--- src/sv/rtact_pkg.sv ---
// Shared types and constants of the relative-to-absolute contact tracker.
package rtact_pkg;

  localparam int NUM_CONTACTS_DEF = 2;
  localparam int COORD_MAX_DEF    = 4095;

  localparam logic [15:0] TIMEOUT_RST = 16'd100;

  // Request codes
  localparam logic [1:0] REQ_TICK  = 2'd0;
  localparam logic [1:0] REQ_MOVE_X = 2'd1;
  localparam logic [1:0] REQ_MOVE_Y = 2'd2;
  localparam logic [1:0] REQ_OTHER = 2'd3;

  // Configuration register indexes
  localparam logic CFG_ENABLE  = 1'b0;
  localparam logic CFG_TIMEOUT = 1'b1;

  // One report as it travels along the cell chain
  typedef struct packed {
    logic [2:0]  contact;
    logic        active;
    logic [15:0] pos_x;
    logic [15:0] pos_y;
  } rep_t;

  // Command broadcast to every cell
  typedef struct packed {
    logic       tick;
    logic       add;
    logic       axis_y;
    logic [2:0] index;
    logic       sync;
    logic       load;
    logic       shift;
  } cell_cmd_t;

endpackage

--- src/sv/rtact_cell.sv ---
// One contact cell: position, age and live state plus one report stage of the chain.
module rtact_cell #(
  parameter int CELL_ID   = 0,
  parameter int COORD_MAX = rtact_pkg::COORD_MAX_DEF
) (
  input  logic                    clk,
  input  logic                    rst_n,
  input  rtact_pkg::cell_cmd_t    cmd,
  input  logic signed [32:0]      product,
  input  logic [15:0]             timeout,
  input  rtact_pkg::rep_t         rep_in,
  output rtact_pkg::rep_t         rep_out
);
  import rtact_pkg::*;

  localparam logic signed [31:0] COORD_RST = 32'(COORD_MAX / 2);
  localparam logic [15:0]        CMAX      = 16'(COORD_MAX);

  logic signed [31:0] x_r, x_nxt;
  logic signed [31:0] y_r, y_nxt;
  logic [15:0]        age_r, age_nxt;
  logic               live_r, live_nxt;
  rep_t               rep_r, rep_nxt;

  logic               sel;
  logic signed [31:0] base;
  logic signed [33:0] sum;
  logic signed [31:0] sat;
  logic               live_eff;

  function automatic logic [15:0] clamp_pos(input logic signed [31:0] v,
                                            input logic [15:0] cmax);
    logic [15:0] r;
    if (v < 0) begin
      r = '0;
    end else if (v > $signed({16'd0, cmax})) begin
      r = cmax;
    end else begin
      r = v[15:0];
    end
    return r;
  endfunction

  assign sel  = cmd.add && (cmd.index == 3'(CELL_ID));
  assign base = cmd.axis_y ? y_r : x_r;
  assign sum  = {{2{base[31]}}, base} + {product[32], product};

  // saturate to the signed 32-bit range
  always_comb begin
    if (sum[33:31] == 3'b000 || sum[33:31] == 3'b111) begin
      sat = sum[31:0];
    end else if (sum[33]) begin
      sat = 32'sh8000_0000;
    end else begin
      sat = 32'sh7fff_ffff;
    end
  end

  assign live_eff = live_r && !(age_r > timeout);

  always_comb begin
    x_nxt    = x_r;
    y_nxt    = y_r;
    age_nxt  = age_r;
    live_nxt = live_r;
    rep_nxt  = rep_r;
    if (cmd.tick && age_r != 16'hffff) begin
      age_nxt = age_r + 16'd1;
    end
    if (sel) begin
      if (cmd.axis_y) begin
        y_nxt = sat;
      end else begin
        x_nxt = sat;
      end
      if (cmd.sync) begin
        live_nxt = 1'b1;
        age_nxt  = '0;
      end
    end
    if (cmd.load) begin
      live_nxt        = live_eff;
      rep_nxt.contact = 3'(CELL_ID);
      rep_nxt.active  = live_eff;
      rep_nxt.pos_x   = clamp_pos(x_r, CMAX);
      rep_nxt.pos_y   = clamp_pos(y_r, CMAX);
    end else if (cmd.shift) begin
      rep_nxt = rep_in;
    end
  end

  always_ff @(posedge clk) begin
    if (!rst_n) begin
      x_r    <= COORD_RST;
      y_r    <= COORD_RST;
      age_r  <= '0;
      live_r <= 1'b0;
    end else begin
      x_r    <= x_nxt;
      y_r    <= y_nxt;
      age_r  <= age_nxt;
      live_r <= live_nxt;
    end
    rep_r <= rep_nxt;
  end

  assign rep_out = rep_r;

endmodule

--- src/sv/relative_to_absolute_contact_tracker_core.sv ---
// Top level: control sequencer, shared multiplier and the chain of contact cells.
//
//  channel | direction | handshake          | payload
//  in_     | input     | in_valid/in_stall  | req_type, contact_index, delta, gain, sync
//  out_    | output    | out_valid/out_stall| kind, handled, report_contact, contact_active,
//          |           |                    | pos_x, pos_y, last
//  cfg_    | input     | cfg_valid/cfg_ready| cfg_index, cfg_data
//
// Tick, other and disabled items: accept, then one result beat.
// Motion: accept with multiply, saturating add in the addressed cell, then a
// result beat; with sync a load replaces the result beat and NUM_CONTACTS report
// beats shift out of the cell chain, one per cycle while out_stall is low.
// One item is in work at a time; in_stall is high until its last beat is taken.
// Output stalls hold the chain and the result; reset leaves all contacts inactive.
module relative_to_absolute_contact_tracker_core #(
  parameter int NUM_CONTACTS = rtact_pkg::NUM_CONTACTS_DEF,
  parameter int COORD_MAX    = rtact_pkg::COORD_MAX_DEF
) (
  input  logic        clk,
  input  logic        rst_n,
  input  logic        in_valid,
  output logic        in_stall,
  input  logic [1:0]  in_req_type,
  input  logic [2:0]  in_contact_index,
  input  logic signed [15:0] in_delta,
  input  logic [15:0] in_gain,
  input  logic        in_sync,
  output logic        out_valid,
  input  logic        out_stall,
  output logic        out_kind,
  output logic        out_handled,
  output logic [2:0]  out_report_contact,
  output logic        out_contact_active,
  output logic [15:0] out_pos_x,
  output logic [15:0] out_pos_y,
  output logic        out_last,
  input  logic        cfg_valid,
  output logic        cfg_ready,
  input  logic        cfg_index,
  input  logic [15:0] cfg_data
);
  import rtact_pkg::*;

  localparam int CNT_W = (NUM_CONTACTS > 1) ? $clog2(NUM_CONTACTS) : 1;
  localparam logic [CNT_W-1:0] CNT_LAST = CNT_W'(NUM_CONTACTS - 1);

  typedef enum logic [2:0] {
    S_IDLE,
    S_ADD,
    S_LOAD,
    S_DISP,
    S_REP
  } state_t;

  state_t             state_r;
  logic               enable_r;
  logic [15:0]        timeout_r;
  logic signed [32:0] product_r;
  logic [2:0]         idx_r;
  logic               axis_y_r;
  logic               sync_r;
  logic               handled_r;
  logic [CNT_W-1:0]   cnt_r;

  logic               in_acc, out_acc;
  logic               is_motion;
  logic [15:0]        gain_eff;
  logic [2:0]         idx_map;
  cell_cmd_t          cmd;
  rep_t               chain [NUM_CONTACTS+1];

  assign in_stall  = (state_r != S_IDLE);
  assign in_acc    = in_valid && !in_stall;
  assign out_valid = (state_r == S_DISP) || (state_r == S_REP);
  assign out_acc   = out_valid && !out_stall;
  assign cfg_ready = 1'b1;

  assign is_motion = enable_r && (in_req_type == REQ_MOVE_X || in_req_type == REQ_MOVE_Y);
  assign gain_eff  = (in_gain == '0) ? 16'd1 : in_gain;
  assign idx_map   = ({1'b0, in_contact_index} >= 4'(NUM_CONTACTS)) ?
                     3'(NUM_CONTACTS - 1) : in_contact_index;

  always_comb begin
    cmd        = '0;
    cmd.tick   = in_acc && (in_req_type == REQ_TICK);
    cmd.add    = (state_r == S_ADD);
    cmd.axis_y = axis_y_r;
    cmd.index  = idx_r;
    cmd.sync   = sync_r;
    cmd.load   = (state_r == S_LOAD);
    cmd.shift  = (state_r == S_REP) && out_acc;
  end

  always_ff @(posedge clk) begin
    if (!rst_n) begin
      state_r   <= S_IDLE;
      enable_r  <= 1'b1;
      timeout_r <= TIMEOUT_RST;
      handled_r <= 1'b0;
      cnt_r     <= '0;
    end else begin
      if (cfg_valid && cfg_ready) begin
        case (cfg_index)
          CFG_ENABLE:  enable_r  <= cfg_data[0];
          CFG_TIMEOUT: timeout_r <= cfg_data;
          default:     ;
        endcase
      end
      case (state_r)
        S_IDLE: begin
          if (in_acc) begin
            if (is_motion) begin
              state_r <= S_ADD;
            end else begin
              handled_r <= 1'b0;
              state_r   <= S_DISP;
            end
          end
        end
        S_ADD: begin
          if (sync_r) begin
            state_r <= S_LOAD;
          end else begin
            handled_r <= 1'b1;
            state_r   <= S_DISP;
          end
        end
        S_LOAD: begin
          cnt_r   <= '0;
          state_r <= S_REP;
        end
        S_DISP: begin
          if (out_acc) state_r <= S_IDLE;
        end
        S_REP: begin
          if (out_acc) begin
            if (cnt_r == CNT_LAST) begin
              state_r <= S_IDLE;
            end else begin
              cnt_r <= cnt_r + 1'b1;
            end
          end
        end
        default: state_r <= S_IDLE;
      endcase
    end
    if (in_acc) begin
      product_r <= in_delta * $signed({1'b0, gain_eff});
      idx_r     <= idx_map;
      axis_y_r  <= (in_req_type == REQ_MOVE_Y);
      sync_r    <= in_sync;
    end
  end

  assign chain[NUM_CONTACTS] = '0;

  for (genvar i = 0; i < NUM_CONTACTS; i++) begin : g_cell
    rtact_cell #(
      .CELL_ID   (i),
      .COORD_MAX (COORD_MAX)
    ) u_cell (
      .clk     (clk),
      .rst_n   (rst_n),
      .cmd     (cmd),
      .product (product_r),
      .timeout (timeout_r),
      .rep_in  (chain[i+1]),
      .rep_out (chain[i])
    );
  end

  always_comb begin
    out_kind           = 1'b0;
    out_handled        = handled_r;
    out_report_contact = '0;
    out_contact_active = 1'b0;
    out_pos_x          = '0;
    out_pos_y          = '0;
    out_last           = 1'b1;
    if (state_r == S_REP) begin
      out_kind           = 1'b1;
      out_handled        = 1'b1;
      out_report_contact = chain[0].contact;
      out_contact_active = chain[0].active;
      out_pos_x          = chain[0].pos_x;
      out_pos_y          = chain[0].pos_y;
      out_last           = (cnt_r == CNT_LAST);
    end
  end

  // no new item while a result beat is pending
  a_no_overlap: assert property (@(posedge clk) disable iff (!rst_n)
    (in_valid && !in_stall) |-> !out_valid)
    else $error("item accepted while a result is pending");

  a_last_ends: assert property (@(posedge clk) disable iff (!rst_n)
    (out_valid && !out_stall && out_last) |=> !out_valid)
    else $error("result beat after last");

  a_report_handled: assert property (@(posedge clk) disable iff (!rst_n)
    (out_valid && out_kind) |-> out_handled)
    else $error("report beat not marked handled");

  a_report_order: assert property (@(posedge clk) disable iff (!rst_n)
    (out_valid && out_kind && out_last) |-> (out_report_contact == 3'(NUM_CONTACTS - 1)))
    else $error("final report is not the last contact");

endmodule
--- config.mk ---
export PLATFORM = sky130hd
export DESIGN_NAME = relative_to_absolute_contact_tracker_core
export DESIGN_NICKNAME = d
export VERILOG_FILES = /design/src/sv/rtact_pkg.sv /design/src/sv/rtact_cell.sv /design/src/sv/relative_to_absolute_contact_tracker_core.sv
export SDC_FILE = /design/constraint.sdc
export NUM_CORES = 1
export LEC_CHECK = 0
export BUFFER_PORTS_ARGS = -buffer_cell sky130_fd_sc_hd__clkbuf_2
export CAP_MARGIN = 10
export CORE_MARGIN = 2
export CORE_UTILIZATION = 58
export DETAILED_ROUTE_END_ITERATION = 16
export PLACE_DENSITY = 0.8
export SLEW_MARGIN = 20
export SYNTH_ARGS = -nofsm -noshare
export SYNTH_HDL_FRONTEND = slang
export SYNTH_SLANG_ARGS = --single-unit
--- constraint.sdc ---
create_clock -name clk -period 6.48 [get_ports clk]
set_clock_uncertainty 0.15 [all_clocks]
set_input_delay 0.648 -clock clk [delete_from_list [all_inputs] [get_ports clk]]
set_output_delay 0.648 -clock clk [all_outputs]
set_load 0.03 [all_outputs]
==> Word level (Yosys, flattened, before mapping) <==
Cells that the tools add are included.
{ "classes": {"addsub": 5, "n_mul": 1, "order_cmp": 11, "eq_ne": 17, "mux": 51, "bitwise_logic": 2, "n_reduce_logical": 43} }
{ "ops": {"columns": ["operator", "count"], "rows": [
  ["$mux W16", 17],
  ["$mux W32", 6],
  ["$mux W33", 4],
  ["$gt A32 B13 Y1 const B", 4],
  ["$lt A32 B1 Y1 const B", 4],
  ["$add A32 B33 Y34", 2],
  ["$mul A16 B17 Y33", 1],
  ["$add A16 B1 Y16 const B", 2],
  ["$gt A16 B16 Y1", 2],
  ["$ne A16 B16 Y1 const B", 2],
  ["$reduce_and A2 Y1", 9],
  ["$logic_not A16 Y1", 1],
  ["$mux W1", 16],
  ["$pmux W3 S5", 1],
  ["$logic_not A3 Y1", 4],
  ["$mux W3", 4],
  ["$ne A2 B2 Y1 const B", 6],
  ["$reduce_bool A2 Y1", 6],
  ["$logic_and A1 B1 Y1", 11],
  ["$eq A3 B3 Y1 const B", 3],
  ["$reduce_and A4 Y1", 2],
  ["$eq A3 B1 Y1 const B", 2],
  ["$eq A3 B2 Y1 const B", 2],
  ["$logic_not A1 Y1", 4],
  ["other kinds (10)", 15]
]} }
{ "totals": {"ff_bits": 290, "in_bits": 60, "elab_cells": 155} }

==> Logic depth before layout (Yosys ltp) <==
{ "logic_depth": {"word_depth": 8, "mapped_depth": 26} }

==> Modules after synthesis <==
A second synthesis with hierarchy kept.
{ "unflattened": {"hier_cells": 2902, "area_unflattened_um2": 26216.4} }
{ "by_module_without_submodules": {"columns": ["mod", "instances", "cells_per_inst", "area_per_inst_um2"], "rows": [
  ["relative_to_absolute_contact_tracker_core", 1, 1241, 11249.5],
  ["rtact_cell (g_cell[1].u_cell)", 1, 845, 7589.8],
  ["rtact_cell (g_cell[0].u_cell)", 1, 816, 7377.1]
]} }

==> Worst setup path before layout <==
OpenSTA, ideal clock, no wires.
{ "synth_timing": {"path_type": "input -> register", "start": "in in_gain[1]", "end": "reg product_r[31], data pin", "t_arrival_ps": 6643, "required_ps": 6073, "setup_slack_ps": -570, "cell_stages": 23, "n_path_buf": 1, "cell_sequence": "nor4_1 a41oi_1 clkbuf_1 nand2_1 fa_1 fa_1 inv_1 fa_1 fa_1 fa_1 inv_1 fa_1 inv_1 ha_1 a21o_1 a21o_1 a2111o_1 a31oi_1 o31ai_1 a31oi_1 a211o_1 nand2_1 xor2_1"} }
{ "synth_between": {"elab_chain_len": 3} }
{ "synth_rtl": {"columns": ["element", "line", "text"], "rows": [
  ["start, declared", "relative_to_absolute_contact_tracker_core.sv:26", "input logic [15:0] in_gain,"],
  ["$logic_not A16 Y1", "relative_to_absolute_contact_tracker_core.sv:79", "assign gain_eff = (in_gain == '0) ? 16'd1 : in_gain;"],
  ["$mux W16 (*)", "relative_to_absolute_contact_tracker_core.sv:79", null],
  ["$mul A16 B17 Y33 (*)", "relative_to_absolute_contact_tracker_core.sv:148", "product_r <= in_delta * $signed({1'b0, gain_eff});"],
  ["end signal, assigned", "relative_to_absolute_contact_tracker_core.sv:148", null],
  ["end, declared", "relative_to_absolute_contact_tracker_core.sv:58", "logic signed [32:0] product_r;"]
]} }
Every way passes the cells marked *; elsewhere a longest branch is shown, timed or not.
A chain may end at the register's enable or synchronous reset.

==> Worst setup path in the final report <==
{ "layout_timing": {"start": "in in_gain[6]", "end": "reg product_r[27], data pin"} }
Same word-level chain as after synthesis.

==> metrics.yaml <==
status: "finished, final reports clean"
tightest_slew_ns: 1.07
cts_sinks: 290
antenna_found_initial: 0
start_kind: "input port"
synth_area_um2: 24900
cp.arrival_ns: 6.43
io_pins: 102
htree_levels: 2
yosys_warnings: 0
place_congestion: 0.929
required_ns: 6.57
critPathKind: "input port to flip-flop"
finalCriticalPeriod_ns: 6.33
clockPowerShare_pct: 14.7
syn_inst: 2687
drive_gt1_share_pct: 16.2
max_cap_violations: 0
fin_crit_sh_pct: 97.7
switching_share_pct: 41.9
finalHoldViolCount: 0
postCtsHoldBufs: 0
clkSlewWorstSetupHoldPaths_ns: 0.06
row_count: 75
finish.utilization_pct: 66.6
grt_pass1_vias: 20182
setup_viol: 0
track_usage_pct: 28.1
grt_max_degree: 84
fp.dieArea_um2: 44700
grt_pass1_wl_mm: 102
async_flop_share_pct: 0
power_mw: 13.5
core_um2: 42200
gr-total-overflow: 0
worstPathMaxFanout: 10
grtUsageMet2_pct: 46.4
hold_class: "input port to flip-flop"
max_freq_mhz: 158
synth_top_area_share_pct: 15.7
route.detailed.drc: 0
yosysMostFrequentCell: "nand2_1"
yosysTopAreaCell: "fa_1"
internal_power_mw: 7.86
seq_area_frac_synth_pct: 27.5
busiest_layer: "met2"
end_kind: "flip-flop"
place_ws_ns: -0.484
synth.area.top_cells: "fa_1 (16%), dfxtp_1 (15%), edfxtp_1 (13%)"
grtUsageMet1_pct: 40.0
numCtsBuffers: 34
p_leak_nw: 13.0
yosys-top-cells-count: "nand2_1 (306), inv_1 (277), ha_1 (224)"
drt_wl_total_mm: 63.1
die_w_um: 211
layout_setup_ws_ns: 0.148
ys_ff_latch: 290
die-height_um: 211
maxSlewHeadroom_pct: 28.9
drt_iter0_drc: 1742
viasPerCell: 5.93
wl_per_cell_um: 18.6
root_buffer: "clkbuf_16"
slew_viol_final: 0
start_util_pct: 59.1
syn_avg_cell_area_um2: 9.28
num_antenna_cells: 0
p_per_area_nw_per_um2: 482
ant_nets: 0
post-dp-hpwl_mm: 48.4
grt_util_met3_pct: 2.06
clk_path_buf_depth: 3
vias: 20096
power.switching_mw: 5.68
nNetsFinal: 3303
io_buffers: 98
peakVddDrop_mv: 0.521
ys_types: 79
p_comb_share_pct: 66.5
synth_edf_count: 104
rsz0062_at_grt: "yes"
area_growth_syn_to_layout_pct: 12.7
drt-pass1-iter-count: 5
synthFlopType: "dfxtp_1"
seqPwrFrac_pct: 18.9
clk_latency_ns: 0.53
cts_tree: "built"
-- state kept, by name, summed over array words and instances, names as in the netlist --
signal / flops
g_cell.u_cell.rep_out: 68
g_cell.u_cell.x_r: 64
g_cell.u_cell.y_r: 64
product_r: 33
g_cell.u_cell.age_r: 32
timeout_r: 16
idx_r: 3
state_r: 3
g_cell.u_cell.live_r: 2
axis_y_r: 1
cnt_r: 1
enable_r: 1
handled_r: 1
sync_r: 1
-- path summary, 6_finish.rpt --
kind	startpoint	end	cells past startpoint	slack, ns
max	in_gain[6]	product_r[27]	24	0.15
min	in_sync	sync_r	1	0.16
max reg2reg	axis_y_r	g_cell[0].u_cell.x_r[16]	14	1.47
min reg2reg	g_cell[1].u_cell.rep_out[33]	g_cell[0].u_cell.rep_out[33]	2	0.31
-- routing by layer --
layer	share of wire [%]	vias up	routed length, µm
met4	2.5	0	1560
met3	6.0	104	3810
met2	47	754	29600
met1	45	9744	28100
li1	-	9494	-
met5	0	-	0
-- per-stage QoR --
stage                     TNS (ns)  hold slack (ns)  std cells  cell area, µm²
after global routing        -0.277            0.158       3387           28100
final                            0            0.160       3387           28100
after CTS                        0            0.147       3383           27800
after global placement       -2.51            0.289       3322           26700
after floorplan            -0.0320            0.278       2698           25100
after detailed placement     -3.74            0.300       3322           26700
-- logic make-up after synthesis --
group,share of synthesized area [%]
mux,2.96
other cells,0.0301
compound gates,15.6
flops,27.5
buf+inv,6.42
simple gates,16.7
xor+xnor,3.86
fa+ha+maj,27.0
-- timing repair --
item	in CTS	in global routing
setup buffers	0	4
resized for setup	0	53
setup endpoints to repair	0	10
-- power by group through the flow --
| stage | combinational, mW | sequential, mW | clock [mW] |
|---|---|---|---|
| floorplan | 5.70 | 2.49 | 0 |
| global placement | 7.93 | 2.59 | 0 |
| detailed placement | 8.22 | 2.59 | 0 |
| CTS | 8.28 | 2.55 | 2.00 |
| global route | 10.0 | 2.57 | 2.07 |
| finish | 9.00 | 2.56 | 1.98 |
-- cell type report --
class	instances	area, µm²
Multi-Input combinational cell	2000	16900
Clock inverter	15	181
Inverter	278	1040
Timing Repair Buffer	219	1500
Sequential cell	290	6850
Tap cell	539	674
Fill cell	3253	14100
Clock buffer	46	978
-- worst max-delay path, cell delays in order --
cell and delay (ns):
clkbuf_2 0.11, buf_4 0.18, and2_1 0.18, fa_1 0.53
inv_1 0.06, fa_1 0.51, fa_1 0.45, fa_1 0.56
inv_1 0.06, fa_1 0.47, inv_1 0.05, fa_1 0.54
inv_1 0.04, ha_1 0.21, a21o_1 0.17, a21o_1 0.17
a21o_1 0.17, a2111o_1 0.40, a31oi_4 0.22, o31ai_4 0.11
a31oi_2 0.23, buf_4 0.16, nand2_4 0.05, xnor2_2 0.15
-- cells in the final DEF (no fill, tap or decap), types with 56 or more instances in the layout --
| cell type | count |
|---|---|
| ha_1 | 218 |
| nand2_1 | 304 |
| fa_1 | 194 |
| o221a_2 | 58 |
| xnor2_1 | 60 |
| o21ai_0 | 56 |
| clkbuf_2 | 93 |
| and2_1 | 110 |
| mux2_2 | 62 |
| nor2_1 | 179 |
| inv_1 | 270 |
| edfxtp_1 | 104 |
| dfxtp_1 | 186 |
| a21oi_1 | 102 |
| and3_1 | 58 |
| buf_4 | 117 |
Power figures use the tool's default switching activity.
